<file path="src/design/sorted_seqnum_insert_table_assert.svh">
// Assertion macros for the sorted sequence-number table.
// Needs clk and arst_n in the scope of the including module.
`ifndef SORTED_SEQNUM_INSERT_TABLE_ASSERT_SVH
`define SORTED_SEQNUM_INSERT_TABLE_ASSERT_SVH

// same-cycle implication
`define SSIT_ASSERT_IMP(lbl, ante, cons, msg) \
	lbl: assert property (@(posedge clk) disable iff (!arst_n) (ante) |-> (cons)) \
		else $error(msg);

// next-cycle implication
`define SSIT_ASSERT_NXT(lbl, ante, cons, msg) \
	lbl: assert property (@(posedge clk) disable iff (!arst_n) (ante) |=> (cons)) \
		else $error(msg);

`endif

</file>
<file path="src/design/ssit_pkg.sv">
// Shared types and constants of the sorted sequence-number table.
// Used by ssit_store and sorted_seqnum_insert_table; depends on nothing.
package ssit_pkg;

	localparam int DEPTH      = 32;
	localparam int IDX_W      = $clog2(DEPTH);
	localparam int CNT_W      = $clog2(DEPTH + 1);
	localparam int KEY_W      = 63;
	localparam int HDL_W      = 16;
	localparam int CMD_W      = 2;
	localparam int STATUS_W   = 2;
	localparam int SLOT_W     = 6;
	localparam int IN_DATA_W  = ((KEY_W + HDL_W + 7) / 8) * 8;
	localparam int OUT_DATA_W = ((2 * SLOT_W + 7) / 8) * 8;

	localparam logic [CMD_W-1:0] CMD_APPEND = 2'd1;
	localparam int CMD_CLEAR_BIT = 1;

	typedef enum logic [STATUS_W-1:0] {
		ST_INSERTED  = 2'd0,
		ST_DUPLICATE = 2'd1,
		ST_FULL      = 2'd2,
		ST_CLEARED   = 2'd3
	} status_t;

	typedef struct packed {
		logic [KEY_W-1:0] key;
		logic [HDL_W-1:0] handle;
	} entry_t;

	typedef struct packed {
		logic             we;
		logic [IDX_W-1:0] addr;
		entry_t           data;
	} store_wr_t;

endpackage

</file>
<file path="src/design/sorted_seqnum_insert_table.sv">
// Top level of the sorted sequence-number table: sequencer and shared key
// comparator around the entry memory. Depends on ssit_pkg, ssit_store and
// sorted_seqnum_insert_table_assert.svh.
//
// Usage: one command item on s_axis (cmd in tuser; seq_num and
// payload_handle in tdata) gives exactly one result item on m_axis (status
// in tuser; slot and entry_count in tdata). One item is worked on at a
// time; s_axis_tready is high only while the sequencer is idle.
// Steps: clear, full table, append and insert into an empty table go
//   straight to the result; an ordered insert checks the head entry for a
//   duplicate, then the tail entry for an append, else scans up from slot 0
//   to the first equal or larger key; on a larger key it moves the entries
//   from the tail down to that slot up by one and places the new entry there.
// The sequencer uses the single comparator and the one read and one
// write port of the entry memory: each scan or move step is one read.
// The result waits in an output register; the finishing step holds while
// that register is still full and unclaimed, so a stalled receiver stalls
// the sequencer but loses nothing.
// Reset empties the table (entry count zero) and drops any pending result;
// memory contents are not cleared and never used before written.
module sorted_seqnum_insert_table (
	input  logic                              clk,
	input  logic                              arst_n,
	input  logic                              s_axis_tvalid,
	output logic                              s_axis_tready,
	// seq_num [62:0], payload_handle [78:63], zero [79]
	input  logic [ssit_pkg::IN_DATA_W-1:0]    s_axis_tdata,
	// cmd [1:0]
	input  logic [ssit_pkg::CMD_W-1:0]        s_axis_tuser,
	output logic                              m_axis_tvalid,
	input  logic                              m_axis_tready,
	// slot [5:0], entry_count [11:6], zero [15:12]
	output logic [ssit_pkg::OUT_DATA_W-1:0]   m_axis_tdata,
	// status [1:0]
	output logic [ssit_pkg::STATUS_W-1:0]     m_axis_tuser
);
	import ssit_pkg::*;

	typedef enum logic [2:0] {
		S_IDLE, S_HEAD, S_TAIL, S_SCAN, S_SHIFT, S_PLACE, S_DONE
	} state_t;

	state_t           state_q;
	logic [CNT_W-1:0] count_q;
	logic [IDX_W-1:0] idx_q;
	logic [IDX_W-1:0] pos_q;
	logic [KEY_W-1:0] key_q;
	logic [HDL_W-1:0] hdl_q;
	status_t          res_status_q;
	logic [IDX_W-1:0] res_slot_q;

	store_wr_t        wr;
	logic [IDX_W-1:0] rd_addr;
	entry_t           rd_entry;

	logic             accept;
	logic             full;
	logic             cmp_eq;
	logic             cmp_lt;
	logic [IDX_W-1:0] last_idx;
	logic [IDX_W-1:0] count_idx;
	logic [KEY_W-1:0] in_key;
	logic [HDL_W-1:0] in_hdl;
	logic             direct_put;

	ssit_store u_store (
		.clk     (clk),
		.wr      (wr),
		.rd_addr (rd_addr),
		.rd_data (rd_entry)
	);

	assign s_axis_tready = (state_q == S_IDLE);
	assign accept        = s_axis_tvalid && s_axis_tready;
	assign in_key        = s_axis_tdata[KEY_W-1:0];
	assign in_hdl        = s_axis_tdata[KEY_W +: HDL_W];
	assign full          = (count_q == CNT_W'(DEPTH));
	assign last_idx      = IDX_W'(count_q - CNT_W'(1));
	assign count_idx     = count_q[IDX_W-1:0];
	assign cmp_eq        = (rd_entry.key == key_q);
	assign cmp_lt        = (key_q < rd_entry.key);
	assign direct_put    = (s_axis_tuser == CMD_APPEND) || (count_q == '0);

	always_comb begin
		rd_addr      = '0;
		wr.we        = 1'b0;
		wr.addr      = count_idx;
		wr.data.key    = key_q;
		wr.data.handle = hdl_q;
		case (state_q)
			S_IDLE: begin
				if (accept && !s_axis_tuser[CMD_CLEAR_BIT] && !full && direct_put) begin
					wr.we          = 1'b1;
					wr.data.key    = in_key;
					wr.data.handle = in_hdl;
				end
			end
			S_HEAD: begin
				rd_addr = last_idx;
			end
			S_TAIL: begin
				wr.we = !cmp_eq && !cmp_lt;
			end
			S_SCAN: begin
				if (cmp_lt) begin
					rd_addr = last_idx;
				end else begin
					rd_addr = idx_q + IDX_W'(1);
					wr.we   = !cmp_eq && (idx_q == last_idx);
				end
			end
			S_SHIFT: begin
				rd_addr = idx_q - IDX_W'(1);
				wr.we   = 1'b1;
				wr.addr = idx_q + IDX_W'(1);
				wr.data = rd_entry;
			end
			S_PLACE: begin
				wr.we   = 1'b1;
				wr.addr = pos_q;
			end
			S_DONE: begin
			end
			default: begin
			end
		endcase
	end

	always_ff @(posedge clk or negedge arst_n) begin
		if (!arst_n) begin
			state_q       <= S_IDLE;
			count_q       <= '0;
			idx_q         <= '0;
			pos_q         <= '0;
			key_q         <= '0;
			hdl_q         <= '0;
			res_status_q  <= ST_INSERTED;
			res_slot_q    <= '0;
			m_axis_tvalid <= 1'b0;
			m_axis_tdata  <= '0;
			m_axis_tuser  <= '0;
		end else begin
			if (m_axis_tready && state_q != S_DONE) begin
				m_axis_tvalid <= 1'b0;
			end
			case (state_q)
				S_IDLE: begin
					if (accept) begin
						key_q      <= in_key;
						hdl_q      <= in_hdl;
						res_slot_q <= '0;
						state_q    <= S_DONE;
						if (s_axis_tuser[CMD_CLEAR_BIT]) begin
							count_q      <= '0;
							res_status_q <= ST_CLEARED;
						end else if (full) begin
							res_status_q <= ST_FULL;
						end else if (direct_put) begin
							count_q      <= count_q + CNT_W'(1);
							res_slot_q   <= count_idx;
							res_status_q <= ST_INSERTED;
						end else begin
							state_q <= S_HEAD;
						end
					end
				end
				S_HEAD: begin
					if (cmp_eq) begin
						res_status_q <= ST_DUPLICATE;
						state_q      <= S_DONE;
					end else begin
						state_q <= S_TAIL;
					end
				end
				S_TAIL: begin
					if (!cmp_eq && !cmp_lt) begin
						count_q      <= count_q + CNT_W'(1);
						res_slot_q   <= count_idx;
						res_status_q <= ST_INSERTED;
						state_q      <= S_DONE;
					end else begin
						idx_q   <= '0;
						state_q <= S_SCAN;
					end
				end
				S_SCAN: begin
					if (cmp_eq) begin
						res_status_q <= ST_DUPLICATE;
						state_q      <= S_DONE;
					end else if (cmp_lt) begin
						pos_q   <= idx_q;
						idx_q   <= last_idx;
						state_q <= S_SHIFT;
					end else if (idx_q == last_idx) begin
						count_q      <= count_q + CNT_W'(1);
						res_slot_q   <= count_idx;
						res_status_q <= ST_INSERTED;
						state_q      <= S_DONE;
					end else begin
						idx_q <= idx_q + IDX_W'(1);
					end
				end
				S_SHIFT: begin
					if (idx_q == pos_q) begin
						state_q <= S_PLACE;
					end else begin
						idx_q <= idx_q - IDX_W'(1);
					end
				end
				S_PLACE: begin
					count_q      <= count_q + CNT_W'(1);
					res_slot_q   <= pos_q;
					res_status_q <= ST_INSERTED;
					state_q      <= S_DONE;
				end
				S_DONE: begin
					if (!m_axis_tvalid || m_axis_tready) begin
						m_axis_tvalid <= 1'b1;
						m_axis_tuser  <= res_status_q;
						m_axis_tdata  <= OUT_DATA_W'({SLOT_W'(count_q), SLOT_W'(res_slot_q)});
						state_q       <= S_IDLE;
					end
				end
				default: begin
					state_q <= S_IDLE;
				end
			endcase
		end
	end

`include "sorted_seqnum_insert_table_assert.svh"

	`SSIT_ASSERT_IMP(a_count_bound, 1'b1, count_q <= CNT_W'(DEPTH), "entry count above depth")
	`SSIT_ASSERT_IMP(a_shift_above_pos, state_q == S_SHIFT, idx_q >= pos_q, "move below insert slot")
	`SSIT_ASSERT_NXT(a_place_counts, state_q == S_PLACE, count_q == $past(count_q) + CNT_W'(1), "place without count advance")
	`SSIT_ASSERT_IMP(a_write_in_range, wr.we, CNT_W'(wr.addr) <= count_q && !full, "write beyond fill")

endmodule

</file>
<file path="src/design/ssit_store.sv">
// Entry memory of the sorted sequence-number table: one write port, one
// registered read port. Depends on ssit_pkg.
module ssit_store (
	input  logic                    clk,
	input  ssit_pkg::store_wr_t     wr,
	input  logic [ssit_pkg::IDX_W-1:0] rd_addr,
	output ssit_pkg::entry_t        rd_data
);
	import ssit_pkg::*;

	entry_t mem [DEPTH];

	always_ff @(posedge clk) begin
		if (wr.we) begin
			mem[wr.addr] <= wr.data;
		end
		rd_data <= mem[rd_addr];
	end

endmodule
</file>
<file path="config.mk">
export PLATFORM = sky130hd
export DESIGN_NAME = sorted_seqnum_insert_table
export DESIGN_NICKNAME = d
export VERILOG_FILES = /design/src/design/ssit_pkg.sv /design/src/design/sorted_seqnum_insert_table.sv /design/src/design/ssit_store.sv
export VERILOG_INCLUDE_DIRS = /design/src /design/src/design
export SDC_FILE = /design/constraint.sdc
export NUM_CORES = 2
export LEC_CHECK = 0
export BUFFER_PORTS_ARGS = -buffer_cell sky130_fd_sc_hd__buf_2
export CORE_MARGIN = 8
export CORE_UTILIZATION = 58
export DETAILED_ROUTE_END_ITERATION = 12
export PLACE_DENSITY = 0.77
export SYNTH_ARGS = -nofsm -noshare
export SYNTH_HDL_FRONTEND = slang
export SYNTH_HIERARCHICAL = 1
export SYNTH_SLANG_ARGS = --single-unit
</file>
<file path="constraint.sdc">
create_clock -name clk -period 7.25 [get_ports clk]
set_input_delay 1.0875 -clock clk [delete_from_list [all_inputs] [get_ports clk]]
set_output_delay 1.0875 -clock clk [all_outputs]
set_load 0.01 [all_outputs]
</file>
After elaboration in Yosys (flattened, before gate mapping)
Memory sizes are Yosys's and may differ from the RTL's. A register that Yosys moved wholly into a read port is not among the register bits.
Cells that the tools add are included.
{"block": "classes", "addsub": 4, "order_cmp": 1, "n_eq_ne": 29, "mux": 59, "n_bitwise": 1, "n_reduce_logical": 28}
{"operator": "79-bit one-hot mux with 2 select lines", "count": 1}
{"operator": "79-bit 2-to-1 mux", "count": 1}
{"operator": "5-bit 2-to-1 mux", "count": 14}
{"operator": "63-bit == test", "count": 1}
{"operator": "63-bit less-than comparator", "count": 1}
{"operator": "6-bit 2-to-1 mux", "count": 8}
{"operator": "3-bit 2-to-1 mux", "count": 11}
{"operator": "5-bit one-hot mux with 3 select lines", "count": 2}
{"operator": "6-bit one-hot mux with 4 select lines", "count": 1}
{"operator": "3-bit one-hot mux with 7 select lines", "count": 1}
{"operator": "5-bit one-hot mux with 4 select lines", "count": 1}
{"operator": "2-bit 2-to-1 mux", "count": 9}
{"operator": "2-bit != test, second input constant", "count": 9}
{"operator": "3-bit != test, second input constant", "count": 5}
{"operator": "5-bit == test", "count": 2}
{"operator": "2-bit one-hot mux with 5 select lines", "count": 1}
{"operator": "5-bit one-hot mux with 2 select lines", "count": 1}
{"operator": "5-bit by 1-bit subtractor with 5-bit output, second input constant", "count": 2}
{"operator": "3-bit == test, second input constant", "count": 3}
{"operator": "8-bit AND reduction", "count": 1}
{"operator": "1-bit logical AND", "count": 7}
{"operator": "1-bit 2-to-1 mux", "count": 7}
{"operator": "7-bit AND reduction", "count": 1}
{"operator": "6-bit by 1-bit adder with 6-bit output, second input constant", "count": 1}
{"operator": "24 further kinds", "count": 31}
{"block": "word_totals", "reg_bits": 119, "ram_bits": 2528, "in_bits": 86, "output_inout_bits": 20, "n_memories": 1}
{"name": "u_store.mem", "words": 32, "word_bits": 79, "rd": 1, "rd_ports_with_merged_regs": 1, "write_ports": 1, "line": "ssit_store.sv:11", "rtl": "entry_t mem [DEPTH];"}

Depth between registers and ports, before layout
{"block": "logic_depth", "ltp_word": 9, "depth_mapped": 21}

Hierarchy
The synthesis kept the hierarchy.
{"module": "ssit_store", "instances": 1, "cells_per_inst": 4635, "area_each_um2": 97658.7}
{"module": "sorted_seqnum_insert_table", "instances": 1, "cells_per_inst": 1048, "area_each_um2": 8399.3}

Least setup slack after synthesis
Ideal clock, no wire load.
{"block": "synth_path", "path_kind": "register -> register", "from": "register key_q[38]", "to": "memory u_store/mem[28][0] in the netlist's numbering, enable pin", "setup_ps": 517, "t_arrival_ps": 6301, "required_time_ps": 6733, "slack_ps": 432, "stages_incl_launch_ff": 13, "path_buffers": 2, "synth_period_minus_slack_ps": 6818, "path_cell_list": "dfrtp_1 ha_1 nand3_1 nor3_1 nand3_1 a311oi_2 nor3_4 buf_6 or3_1 nand3_1 or3b_2 clkbuf_1 nor2_1"}
{"element": "start, declared", "line": "sorted_seqnum_insert_table.sv:47", "rtl": "logic [KEY_W-1:0] key_q;"}
{"element": "start signal, assigned", "line": "sorted_seqnum_insert_table.sv:149", "rtl": "key_q <= in_key;"}
{"element": "end, declared", "line": "ssit_store.sv:11"}

==> metrics.md <==
| Metric | Value |
|---|---|
| Vias in the first global route | 46868 |
| Synth Instances | about 4700 |
| Post-route setup TNS | 0 ns |
| Num rows | ~140 |
| Hold_buf cts | 0 |
| Worst Path Arrival | 7.00 ns |
| RD Place Congestion | roughly 0.86 |
| Residual DRC | 0 |
| First-pass GRT wire length | 318000 um |
| Slew headroom | 0.177 |
| Startpoint types | flip-flop |
| Vias per Instance | around 6.8 |
| Chip width | between 400 and 500 um |
| Fin crit period | about 6.6 ns |
| Die H | 401 um |
| CTS tree | done |
| Worst Path Class, Setup | flip-flop to flip-flop |
| Post-CTS Setup Bufs | 0 |
| GRT Total Usage | 0.269 |
| Initial antenna violation count | 5 |
| Filler cells | between 9000 and 10000 |
| Critical Path RT | 7.69 ns |
| Synth warn | 6 |
| RSZ-0062 raised after global routing | false |
| Port bufs | 83 |
| Dpl cell area | between 80000 and 90000 um2 |
| GRT overflow | 0 |
| Core area | 147000 um2 |
| Most common cell after layout, fill and taps aside | edfxtp_1 |
| Final cell count without fillers | ~7000 |
| Max FO, Critical Path | 20 |
| Syn_area_per_cell | roughly 18 um2 |
| Most frequent cells in the layout | edfxtp_1 (2016), mux2i_1 (510), a22oi_1 (326) |
| Worst-skew pair later-pin latency | approximately 0.83 ns |
| Clk sink count | 2182 |
| Min-Delay Path Class | input port to asynchronous set/reset pin |
| Final Setup Violations | 0 |
| Max clock buf depth | 3 |
| Wire per inst | 31.7 um |
| Power Density | 479 nW/um2 |
| First DRT Iteration DRCs | 7259 |
| Max-Cap Viols | 0 |
| Final nets | between 5000 and 6000 |
| WHS | about 0.3 ns |
| Tcrit/Tclk final | 0.904 |
| Dpl cells | 6599 |
| Largest net degree at the start of global routing | 66 |
| Status | completed |
| Hold Fails Final Rpt | 0 |
| Effective utilization at floorplan | 0.583 |
| Total CTS buffers | ~210 |
| H-tree Lvls | 4 |
| Post-route ant nets | 0 |
| Worst slew pin tran | around 1.2 ns |
| Root Buffer | clkbuf_16 |
| Mapped cell area | between 80000 and 90000 um2 |
| Worst-path clk slew | about 0.060 ns |
| First drt pass iteration count | 8 |
| HPWL after DPL | ~120000 um |
| Total number of vias | roughly 47000 |
| Critical Path End Type | flip-flop |
| Post-CTS Resized | 0 |
| Max Slew Vio Count | 0 |
| Fmax | ~0.15 GHz |
| Share of cells above drive strength 1 | 0.179 |
| Post-Route WL | around 220000 um |
| I/O pin count | 106 |
| Worst vdd ir | 0.330 mV |
| Skew final | approximately 0.038 ns |
| Leak | 31.9 nW |
| Area Overhead vs Synth | 11.9% |
| Design area | 96100 um2 |
| Die Area | 161000 um2 |
worst max-delay path, cell delays in order (launching register included):
cell and delay [ns]:
dfxtp_1 0.38, inv_1 0.06, ha_1 0.37, nand4_1 0.21, nor3_1 0.90, nand3_1 0.36, a311oi_2 0.67, nor3_4 0.25
or3_1 0.41, nand3_1 0.19, nand3_1 0.65, nor2_4 1.10, buf_4 0.58
registers in the layout, summed over array words and instances, names as in the netlist:
signal,flops
count_q,6
idx_q,5
key_q,63
m_axis_tdata,11
m_axis_tuser,2
m_axis_tvalid,1
pos_q,5
res_slot_q,5
res_status_q,2
state_q,3
u_store/mem,2016
u_store/rd_data,63
layer usage:
layer	vias up	global-route usage	part of all wire	wire length, um
li1	19264	-	-	-
met1	24095	0.379	0.37	83000
met2	3331	0.416	0.46	102000
met3	517	0.0630	0.13	28000
met4	8	0.0987	0.038	8410
met5	-	0	0.00025	55
power breakdown:
part           total, mW  switching [mW]  leakage [nW]  internal (mW)
Sequential          18.3           0.693          20.2           17.6
Clock               10.4            4.54          3.17           5.86
Combinational       17.3            11.2          8.53           6.12
Total               46.0            16.4          31.9           29.6
worst paths after layout:
check | start | end | slack [ns] | depth (start not counted)
worst max-delay path | u_store/rd_data[44]$_DFF_P_ | u_store/mem[3][47]$_DFFE_PP_ | 0.69 | 12
worst max register to register | u_store/rd_data[44]$_DFF_P_ | u_store/mem[3][47]$_DFFE_PP_ | 0.69 | 12
worst min register to register | m_axis_tdata[6]$_DFFE_PN0P_ | m_axis_tdata[6]$_DFFE_PN0P_ | 0.50 | 1
min in group clk | s_axis_tdata[45] | key_q[45]$_DFFE_PN0P_ | 0.47 | 3
max in group asynchronous | arst_n | key_q[3]$_DFFE_PN0P_ | 5.52 | 2
worst min-delay path | arst_n | key_q[46]$_DFFE_PN0P_ | 0.29 | 1
layout make-up:
type | count | area (um2) | share of cell area
diodes | 2 | 5.00 | 0.0000521
clock buffers | 286 | 5670 | 0.0590
clock inverters | 100 | 866 | 0.00901
inverters | 137 | 514 | 0.00535
multi-input cells | 2075 | 19800 | 0.206
flip-flops and latches | 2182 | 64400 | 0.670
well taps | 1930 | 2410 | 0.0251
repair buffers | 276 | 2450 | 0.0255
metrics by stage:
stage	total power [mW]	utilization	setup slack, ns
2_1_floorplan	29.7	-	1.13
3_3_place_gp	35.0	0.608	0.999
3_5_place_dp	35.5	0.608	0.931
4_1_cts	45.9	0.652	0.820
5_1_grt	47.7	0.652	0.501
6_report	46.0	0.652	0.694
Note: power is estimated with default switching activity, not from simulation.
